**src/design/gmt_pkg.sv**
```systemverilog
package gmt_pkg;

   // Default size of the flat table; two slots are header bytes and are not kept.
   localparam int TABLE_SLOTS_DEF = 32;
   localparam int CNT_W_DEF       = $clog2(TABLE_SLOTS_DEF - 1);

   // A merge only acts when the remote header carries this tag.
   localparam logic [7:0] MERGE_TAG_OK = 8'hFF;

   typedef enum logic [2:0] {
      OP_INIT   = 3'd0,
      OP_ADD    = 3'd1,
      OP_FIND   = 3'd2,
      OP_DELETE = 3'd3,
      OP_MERGE  = 3'd4,
      OP_READ   = 3'd5
   } op_type;

   typedef enum logic [1:0] {
      S_IDLE   = 2'd0,
      S_LOOKUP = 2'd1,
      S_APPLY  = 2'd2
   } state_type;

   // Commands broadcast from the controller to every cell of the row.
   typedef struct packed {
      logic look;
      logic clear;
      logic append;
      logic shift;
   } cell_cmd_type;

endpackage

```
**src/design/gmt_cell.sv**
```systemverilog
module gmt_cell #(
   parameter int CNT_W = gmt_pkg::CNT_W_DEF
) (
   input  logic                  clock,
   input  logic                  reset,
   input  gmt_pkg::cell_cmd_type cmd,
   input  logic [7:0]            key,
   input  logic [CNT_W-1:0]      count,
   input  logic [CNT_W-1:0]      index,
   input  logic [7:0]            right_value,
   input  logic                  hit_in,
   output logic [7:0]            value,
   output logic                  hit_out,
   output logic                  first
);
   import gmt_pkg::*;

   logic [7:0] value_ff;
   logic [7:0] value_in;
   logic       match_ff;
   logic       match_in;

   // A slot matches only when it lies inside the occupied part of the list.
   always_comb begin
      match_in = match_ff;
      if (cmd.look) begin
         match_in = (value_ff == key) && (index < count);
      end
   end

   // The match seen so far travels to the right; the first one owns the hit.
   assign hit_out = hit_in | match_ff;
   assign first   = match_ff & ~hit_in;
   assign value   = value_ff;

   // Init clears the row and seeds slot zero; delete pulls the right neighbour in.
   always_comb begin
      value_in = value_ff;
      if (cmd.clear) begin
         value_in = (index == '0) ? key : 8'd0;
      end else if (cmd.append && (index == count)) begin
         value_in = key;
      end else if (cmd.shift && hit_out) begin
         value_in = right_value;
      end
   end

   always_ff @(posedge clock) begin
      if (reset) begin
         value_ff <= 8'd0;
      end else begin
         value_ff <= value_in;
      end
      match_ff <= match_in;
   end

endmodule

```
**src/design/group_membership_table_top.sv**
```systemverilog
// Channel    Direction  Handshake            Payload
// req_       in         req_valid/req_stall  op, node_id, merge_tag, read_position
// rsp_       out        rsp_valid/rsp_stall  success, found, found_position,
//                                            entry_value, member_count
// A request passes through a lookup state, in which every cell compares its entry with
// the node ID, and an apply state, in which the first match is resolved along the row
// and the list is updated. The next request may be taken as the last one is applied.
// A finished result waits in the output register, and the next request may be
// taken meanwhile; a held result delays only the update cycle of the next one.
// Reset leaves an empty list with all entries zero.
module group_membership_table_top #(
   parameter int TABLE_SLOTS = gmt_pkg::TABLE_SLOTS_DEF
) (
   input  logic       clock,
   input  logic       reset,
   input  logic       req_valid,
   output logic       req_stall,
   input  logic [2:0] req_op,
   input  logic [7:0] req_node_id,
   input  logic [7:0] req_merge_tag,
   input  logic [4:0] req_read_position,
   output logic       rsp_valid,
   input  logic       rsp_stall,
   output logic       rsp_success,
   output logic       rsp_found,
   output logic [4:0] rsp_found_position,
   output logic [7:0] rsp_entry_value,
   output logic [4:0] rsp_member_count
);
   import gmt_pkg::*;

   localparam int CAP   = TABLE_SLOTS - 2;
   localparam int CNT_W = $clog2(CAP + 1);
   localparam int PW    = (CNT_W > 5) ? CNT_W : 5;

   state_type        state_ff, state_in;
   op_type           op_ff, op_in;
   logic [7:0]       id_ff, id_in;
   logic [7:0]       tag_ff, tag_in;
   logic [4:0]       pos_ff, pos_in;
   logic [CNT_W-1:0] cnt_ff, cnt_in;

   logic             rsp_valid_ff, rsp_valid_in;
   logic             rsp_success_ff, rsp_success_in;
   logic             rsp_found_ff, rsp_found_in;
   logic [4:0]       rsp_fpos_ff, rsp_fpos_in;
   logic [7:0]       rsp_entry_ff, rsp_entry_in;
   logic [4:0]       rsp_count_ff, rsp_count_in;

   cell_cmd_type     cmd;
   logic [7:0]       cell_value [CAP];
   logic [7:0]       cell_right [CAP];
   logic             cell_hit_in [CAP];
   logic             cell_hit_out [CAP];
   logic             cell_first [CAP];

   logic             accept;
   logic             fire;
   logic             is_lookup;
   logic             found;
   logic             full;
   logic             do_append;
   logic             do_shift;
   logic [PW-1:0]    fpos_acc;
   logic [7:0]       read_acc;
   logic [PW-1:0]    cnt_wide;

   // Row of cells: hit flags run left to right, entries shift right to left.
   for (genvar i = 0; i < CAP; i++) begin : g_cell
      if (i == 0) begin : g_head
         assign cell_hit_in[i] = 1'b0;
      end else begin : g_link
         assign cell_hit_in[i] = cell_hit_out[i-1];
      end
      if (i == CAP - 1) begin : g_tail
         assign cell_right[i] = 8'd0;
      end else begin : g_next
         assign cell_right[i] = cell_value[i+1];
      end

      gmt_cell #(
         .CNT_W (CNT_W)
      ) u_cell (
         .clock       (clock),
         .reset       (reset),
         .cmd         (cmd),
         .key         (id_ff),
         .count       (cnt_ff),
         .index       (CNT_W'(i)),
         .right_value (cell_right[i]),
         .hit_in      (cell_hit_in[i]),
         .value       (cell_value[i]),
         .hit_out     (cell_hit_out[i]),
         .first       (cell_first[i])
      );
   end

   // Position of the first match and the entry at the read position.
   always_comb begin
      fpos_acc = '0;
      read_acc = 8'd0;
      for (int i = 0; i < CAP; i++) begin
         if (cell_first[i]) begin
            fpos_acc = fpos_acc | PW'(i);
         end
         if (PW'(i) == PW'(pos_ff)) begin
            read_acc = read_acc | cell_value[i];
         end
      end
   end

   assign fire      = (state_ff == S_APPLY) && (!rsp_valid_ff || !rsp_stall);
   assign req_stall = !((state_ff == S_IDLE) || fire);
   assign accept    = req_valid && !req_stall;
   assign is_lookup = (op_ff == OP_ADD) || (op_ff == OP_FIND) ||
                      (op_ff == OP_DELETE) || (op_ff == OP_MERGE);
   assign found     = is_lookup && cell_hit_out[CAP-1];
   assign full      = (cnt_ff >= CNT_W'(CAP));

   // Operation decode for the update cycle and the result fields.
   always_comb begin
      do_append      = 1'b0;
      do_shift       = 1'b0;
      cnt_in         = cnt_ff;
      rsp_success_in = 1'b0;
      rsp_entry_in   = 8'd0;
      case (op_ff)
         OP_INIT: begin
            cnt_in         = CNT_W'(1);
            rsp_success_in = 1'b1;
         end
         OP_ADD: begin
            do_append      = !full;
            rsp_success_in = !full;
         end
         OP_FIND: begin
            rsp_success_in = found;
         end
         OP_DELETE: begin
            do_shift       = found;
            rsp_success_in = found;
         end
         OP_MERGE: begin
            if (tag_ff == MERGE_TAG_OK) begin
               do_append      = !found && !full;
               rsp_success_in = found || !full;
            end
         end
         OP_READ: begin
            if (PW'(pos_ff) < PW'(cnt_ff)) begin
               rsp_entry_in   = read_acc;
               rsp_success_in = 1'b1;
            end
         end
         default: begin
            rsp_success_in = 1'b0;
         end
      endcase
      if (do_append) begin
         cnt_in = cnt_ff + 1'b1;
      end else if (do_shift) begin
         cnt_in = cnt_ff - 1'b1;
      end
      if (!fire) begin
         cnt_in = cnt_ff;
      end
   end

   // Commands for the row of cells.
   always_comb begin
      cmd.look   = (state_ff == S_LOOKUP);
      cmd.clear  = fire && (op_ff == OP_INIT);
      cmd.append = fire && do_append;
      cmd.shift  = fire && do_shift;
   end

   assign cnt_wide = PW'(cnt_in);

   // Result register: loaded on the update cycle, held while stalled.
   always_comb begin
      rsp_valid_in = rsp_valid_ff && rsp_stall;
      rsp_found_in = found;
      rsp_fpos_in  = found ? fpos_acc[4:0] : 5'd0;
      rsp_count_in = cnt_wide[4:0];
      if (fire) begin
         rsp_valid_in = 1'b1;
      end
   end

   // Controller and request capture.
   always_comb begin
      state_in = state_ff;
      op_in    = op_ff;
      id_in    = id_ff;
      tag_in   = tag_ff;
      pos_in   = pos_ff;
      if (accept) begin
         op_in  = op_type'(req_op);
         id_in  = req_node_id;
         tag_in = req_merge_tag;
         pos_in = req_read_position;
      end
      case (state_ff)
         S_IDLE: begin
            if (accept) begin
               state_in = S_LOOKUP;
            end
         end
         S_LOOKUP: begin
            state_in = S_APPLY;
         end
         S_APPLY: begin
            if (fire) begin
               state_in = accept ? S_LOOKUP : S_IDLE;
            end
         end
         default: begin
            state_in = S_IDLE;
         end
      endcase
   end

   always_ff @(posedge clock) begin
      if (reset) begin
         state_ff     <= S_IDLE;
         cnt_ff       <= '0;
         rsp_valid_ff <= 1'b0;
      end else begin
         state_ff     <= state_in;
         cnt_ff       <= cnt_in;
         rsp_valid_ff <= rsp_valid_in;
      end
      op_ff  <= op_in;
      id_ff  <= id_in;
      tag_ff <= tag_in;
      pos_ff <= pos_in;
      if (fire) begin
         rsp_success_ff <= rsp_success_in;
         rsp_found_ff   <= rsp_found_in;
         rsp_fpos_ff    <= rsp_fpos_in;
         rsp_entry_ff   <= rsp_entry_in;
         rsp_count_ff   <= rsp_count_in;
      end
   end

   assign rsp_valid          = rsp_valid_ff;
   assign rsp_success        = rsp_success_ff;
   assign rsp_found          = rsp_found_ff;
   assign rsp_found_position = rsp_fpos_ff;
   assign rsp_entry_value    = rsp_entry_ff;
   assign rsp_member_count   = rsp_count_ff;

endmodule

```
**config.mk**
```make
export PLATFORM = sky130hd
export DESIGN_NAME = group_membership_table_top
export DESIGN_NICKNAME = d
export VERILOG_FILES = /design/src/design/gmt_pkg.sv /design/src/design/gmt_cell.sv /design/src/design/group_membership_table_top.sv
export SDC_FILE = /design/constraint.sdc
export NUM_CORES = 1
export LEC_CHECK = 0
export BUFFER_PORTS_ARGS = -buffer_cell sky130_fd_sc_hd__buf_2
export CORE_AREA = 2 2 256 258
export CTS_CLUSTER_DIAMETER = 80
export CTS_CLUSTER_SIZE = 28
export DETAILED_ROUTE_END_ITERATION = 10
export DIE_AREA = 0 0 258 260
export HOLD_SLACK_MARGIN = 0.12
export PLACE_DENSITY = 0.68
export SLEW_MARGIN = 25
export SYNTH_ARGS = -nofsm -noshare
export SYNTH_HDL_FRONTEND = slang
export SYNTH_HIERARCHICAL = 1
export SYNTH_SLANG_ARGS = --single-unit
```
**constraint.sdc**
```tcl
create_clock -name clock -period 14.55 [get_ports clock]
set_input_delay 0.7275 -clock clock [delete_from_list [all_inputs] [get_ports clock]]
set_output_delay 0.7275 -clock clock [all_outputs]
set_load 0.1 [all_outputs]
```
Word level (Yosys, flattened, before mapping)
Cells that the tools add are included.

storage, ports and cells
  memories kept = 0
  latch bits = 0
  logic and storage cells = 699
  register bits after elaboration = 322
  bits in writable memories = 0
  output and inout port bits = 22
  ROM bits = 0
  input bits = 28

cells by class
  div/mod/pow operators = 0
  reduce and logical (&&, ||, !) cells = 146
  multiply operators = 0
  mux-type cells = 233
  magnitude comparators = 32
  bitwise gates (word level) = 116
  shifts and indexed selects = 0
  eq/ne operators = 98
  add/sub/neg operators = 2

operators by type and width
  cell                number
  $mux 8              183
  $eq 8x8->1          30
  $or 8x8->8          29
  $eq 5x5->1 const A  28
  $logic_and 1x1->1   98
  $mux 5              19
  $reduce_bool 3->1   30
  $eq 4x5->1 const A  16
  $lt 5x5->1 const A  14
  $eq 3x5->1 const A  8
  $lt 4x5->1 const A  8
  $mux 4              8
  $and 1x1->1         29
  $not 1->1           29
  $or 1x1->1          29
  $eq 2x5->1 const A  4
  $lt 3x5->1 const A  4
  $mux 2              6
  $mux 3              4
  $eq 1x5->1 const A  2
  $logic_not 5->1     2
  $lt 1x5->1 const A  2
  $lt 2x5->1 const A  2
  $mux 1              10
  20 further kinds    33

Logic depth before layout (Yosys ltp)
  depth after elaboration = 62
  gate-level depth with buffers = 40
  depth with buffers taken out = 38

Cells and area by module
Netlist, hierarchy kept.

modules (own cells, without submodules)
  module                            instances  cells an instance  area each (um^2)
  gmt_cell (g_cell[0].u_cell ...)   16         96                 782.0
  gmt_cell (g_cell[25].u_cell ...)  13         94                 850.8
  group_membership_table_top        1          475                4232.8
  gmt_cell (g_cell[24].u_cell)      1          97                 832.0

Worst setup path before layout
No wires, ideal clock.

  kind = reg2reg
  start = register g_cell[0].u_cell.match_ff
  end = register g_cell[24].u_cell.value_ff[0]
  clock period less this slack = 13010 ps
  stages on the path, launching flop included = 41
  buffers on the path = 2
  slack = 1540 ps
  arrival time = 12923 ps
  cell sequence = edfxtp_1 > or2_2 > or2_2 > or2_2 > or2_2 > or2_2 > or2_2 > or2_2 > or2_2 > or2_2 > or2_2 > or2_2 > or2_2 > or2_2 > or2_2 > or2_2 > or2_2 > or2_2 > [... 5 more ...] > or2_2 > or2_2 > or2_2 > or2_2 > or2_2 > or2_2 > or2_2 > or2_2 > nand3_2 > inv_2 > o21a_4 > nor2_1 > nand4_4 > or2_1 > buf_6 > and3b_1 > buf_4 > a221oi_2

RTL lines
  item                    line            text
  from (decl)             gmt_cell.sv:20  logic match_ff;
  from (signal assigned)  gmt_cell.sv:54  match_ff <= match_in;
  to (signal assigned)    gmt_cell.sv:52  value_ff <= value_in;
  to (decl)               gmt_cell.sv:18  logic [7:0] value_ff;

==> qor.yml <==
status:
  status: "finished, final reports clean"
pwr:
  total_power_w: 0.00214
  power_density_nw_per_um2: 69.0
  peakVddDrop_uv: 65.1
  leakagePower_nw: 11.0
sta:
  hold_viol_final: 0
  worst_slew_pin_slew_ns: 1.16
  slew_headroom_pct: 21.8
  min_period_ns: 12.76
  post-route-period-util_pct: 87.7
  slew_viol_final: 0
  setup_viol: 0
  fin_setup_tns_ns: 0
  fmax_mhz: 78.4
  skew_ns: 0.0234
  rsz0062_at_grt: "false"
clock_tree:
  cts_tree: "done"
  cts.clk_slew.worst_paths_ns: 0.09
  htreeDepth: 1
  cts_hold_buf: 0
  cts_sinks: 322
  post_cts_resized: 0
  clock_latency_ns: 0.59
  cts_setup_buffers: 0
  clock-root-buffer: "clkbuf_16"
  numCtsBuffers: 25
  cts.path.max_buffers: 3
finish:
  layout_common_cells: "340 x nor2_1, 310 x conb_1, 243 x dfxtp_1"
  layout-drive-gt1-share_pct: 13.5
  final_common_cell: "nor2_1"
  syn_to_final_growth_pct: 8.62
  nNetsFinal: 3749
  fin_area_um2: 31100
  instances_no_fill: 4438
place:
  dp.cells: 4392
  gp_congestion: 1.10
  hpwlAfterDp_um: 74400
  placed_area_um2: 30200
  io_buffers: 49
yosys:
  netlist_area_um2: 28600
  yosys_warnings: 6
  syn_avg_cell_area_um2: 8.60
  syn-instance-count: 3329
critical_path:
  crit_path_max_fanout: 23
  cp_data_required_time_ns: 15.05
  slowest_stage: "nor2_4"
  endpoint_kind: "flop"
  crit_family: "simple AND/OR/NAND/NOR gates"
  crit_arrival_ns: 13.26
  max_stage_delay_ns: 0.77
  critical_path_class: "flop to flop"
  critPathBufInv: 2
  cp_common_cell: "or2_2"
  cp-start-kind: "flop"
detailed_routing:
  via_per_inst: 6.50
  final_antenna_net_count: 0
  drt-initial-drc-count: 3897
  drtPass1Iterations: 6
  wl_per_cell_um: 24.7
  totalWireLength_um: 110000
  drcViolationCount: 0
  via_count: 28866
floorplan:
  die_area_um2: 67100
  ios: 50
  core_region_area_um2: 64100
  die_h_um: 260
  start_util_pct: 44.7
  die_x_um: 258
  rows: 93
grt:
  grt_max_degree: 149
  grt_pass1_vias: 25923
  grt_pass1_wl_um: 163000
  grt_overflow: 0
  grt_usage_pct: 31.3
  antenna_found_initial: 4
min_path:
  min_path_type: "input port to flop"
job:
  maxCapViolCount: 0
## power by group
| part | leakage [nW] | internal (W) | switching, W |
|---|---|---|---|
| clock network | 0.430 | 0.000358 | 0.000427 |
| logic | 7.85 | 0.000119 | 0.000265 |
| registers | 2.69 | 0.000936 | 0.0000398 |
## path summary, 6_finish.rpt
kind | from | endpoint | slack (ns) | cells after the start
worst min-delay path | req_node_id[4] | id_ff[4] | 0.31 | 1
worst max register to register | g_cell[0].u_cell/match_ff | g_cell[16].u_cell/value[7] | 1.79 | 39
worst min register to register | state_ff[0] | state_ff[1] | 0.51 | 1
worst max-delay path | g_cell[0].u_cell/match_ff | g_cell[16].u_cell/value[7] | 1.79 | 39
## sequential cells by signal, summed over array words and instances, names as in the netlist
register	count
g_cell.u_cell/value	240
g_cell.u_cell/match_ff	30
id_ff	8
rsp_entry_value	8
tag_ff	8
cnt_ff	5
pos_ff	5
rsp_found_position	5
rsp_member_count	5
op_ff	3
state_ff	2
rsp_found	1
rsp_success	1
rsp_valid	1
## cell type report
cell class                 instances  area, µm²
antenna                            1       2.50
fill                            6259      33000
inverter                         197        739
clock inverter                    18        206
multi-input combinational       2931      20600
tap                              855       1070
timing repair buffer              87        582
sequential                       322       7190
clock buffer                      27        664
## through the flow
step | util [%] | setup slack [ns] | hold WS [ns]
4_1_cts | 48.5 | 1.94 | 0.289
3_3_place_gp | 47.1 | 2.14 | 0.491
5_1_grt | 48.5 | 1.39 | 0.295
6_report | 48.5 | 1.79 | 0.307
2_1_floorplan | - | 1.55 | 0.442
3_5_place_dp | 47.1 | 1.99 | 0.487
## routing by layer
metal	global-route usage [%]	wire length [µm]	vias up
met5	0.997	119	-
met4	15.3	6260	6
met3	7.73	13000	377
met2	47.2	46500	1731
met1	41.7	43700	13678
li1	-	-	13074
(Power assumes the default switching activity.)
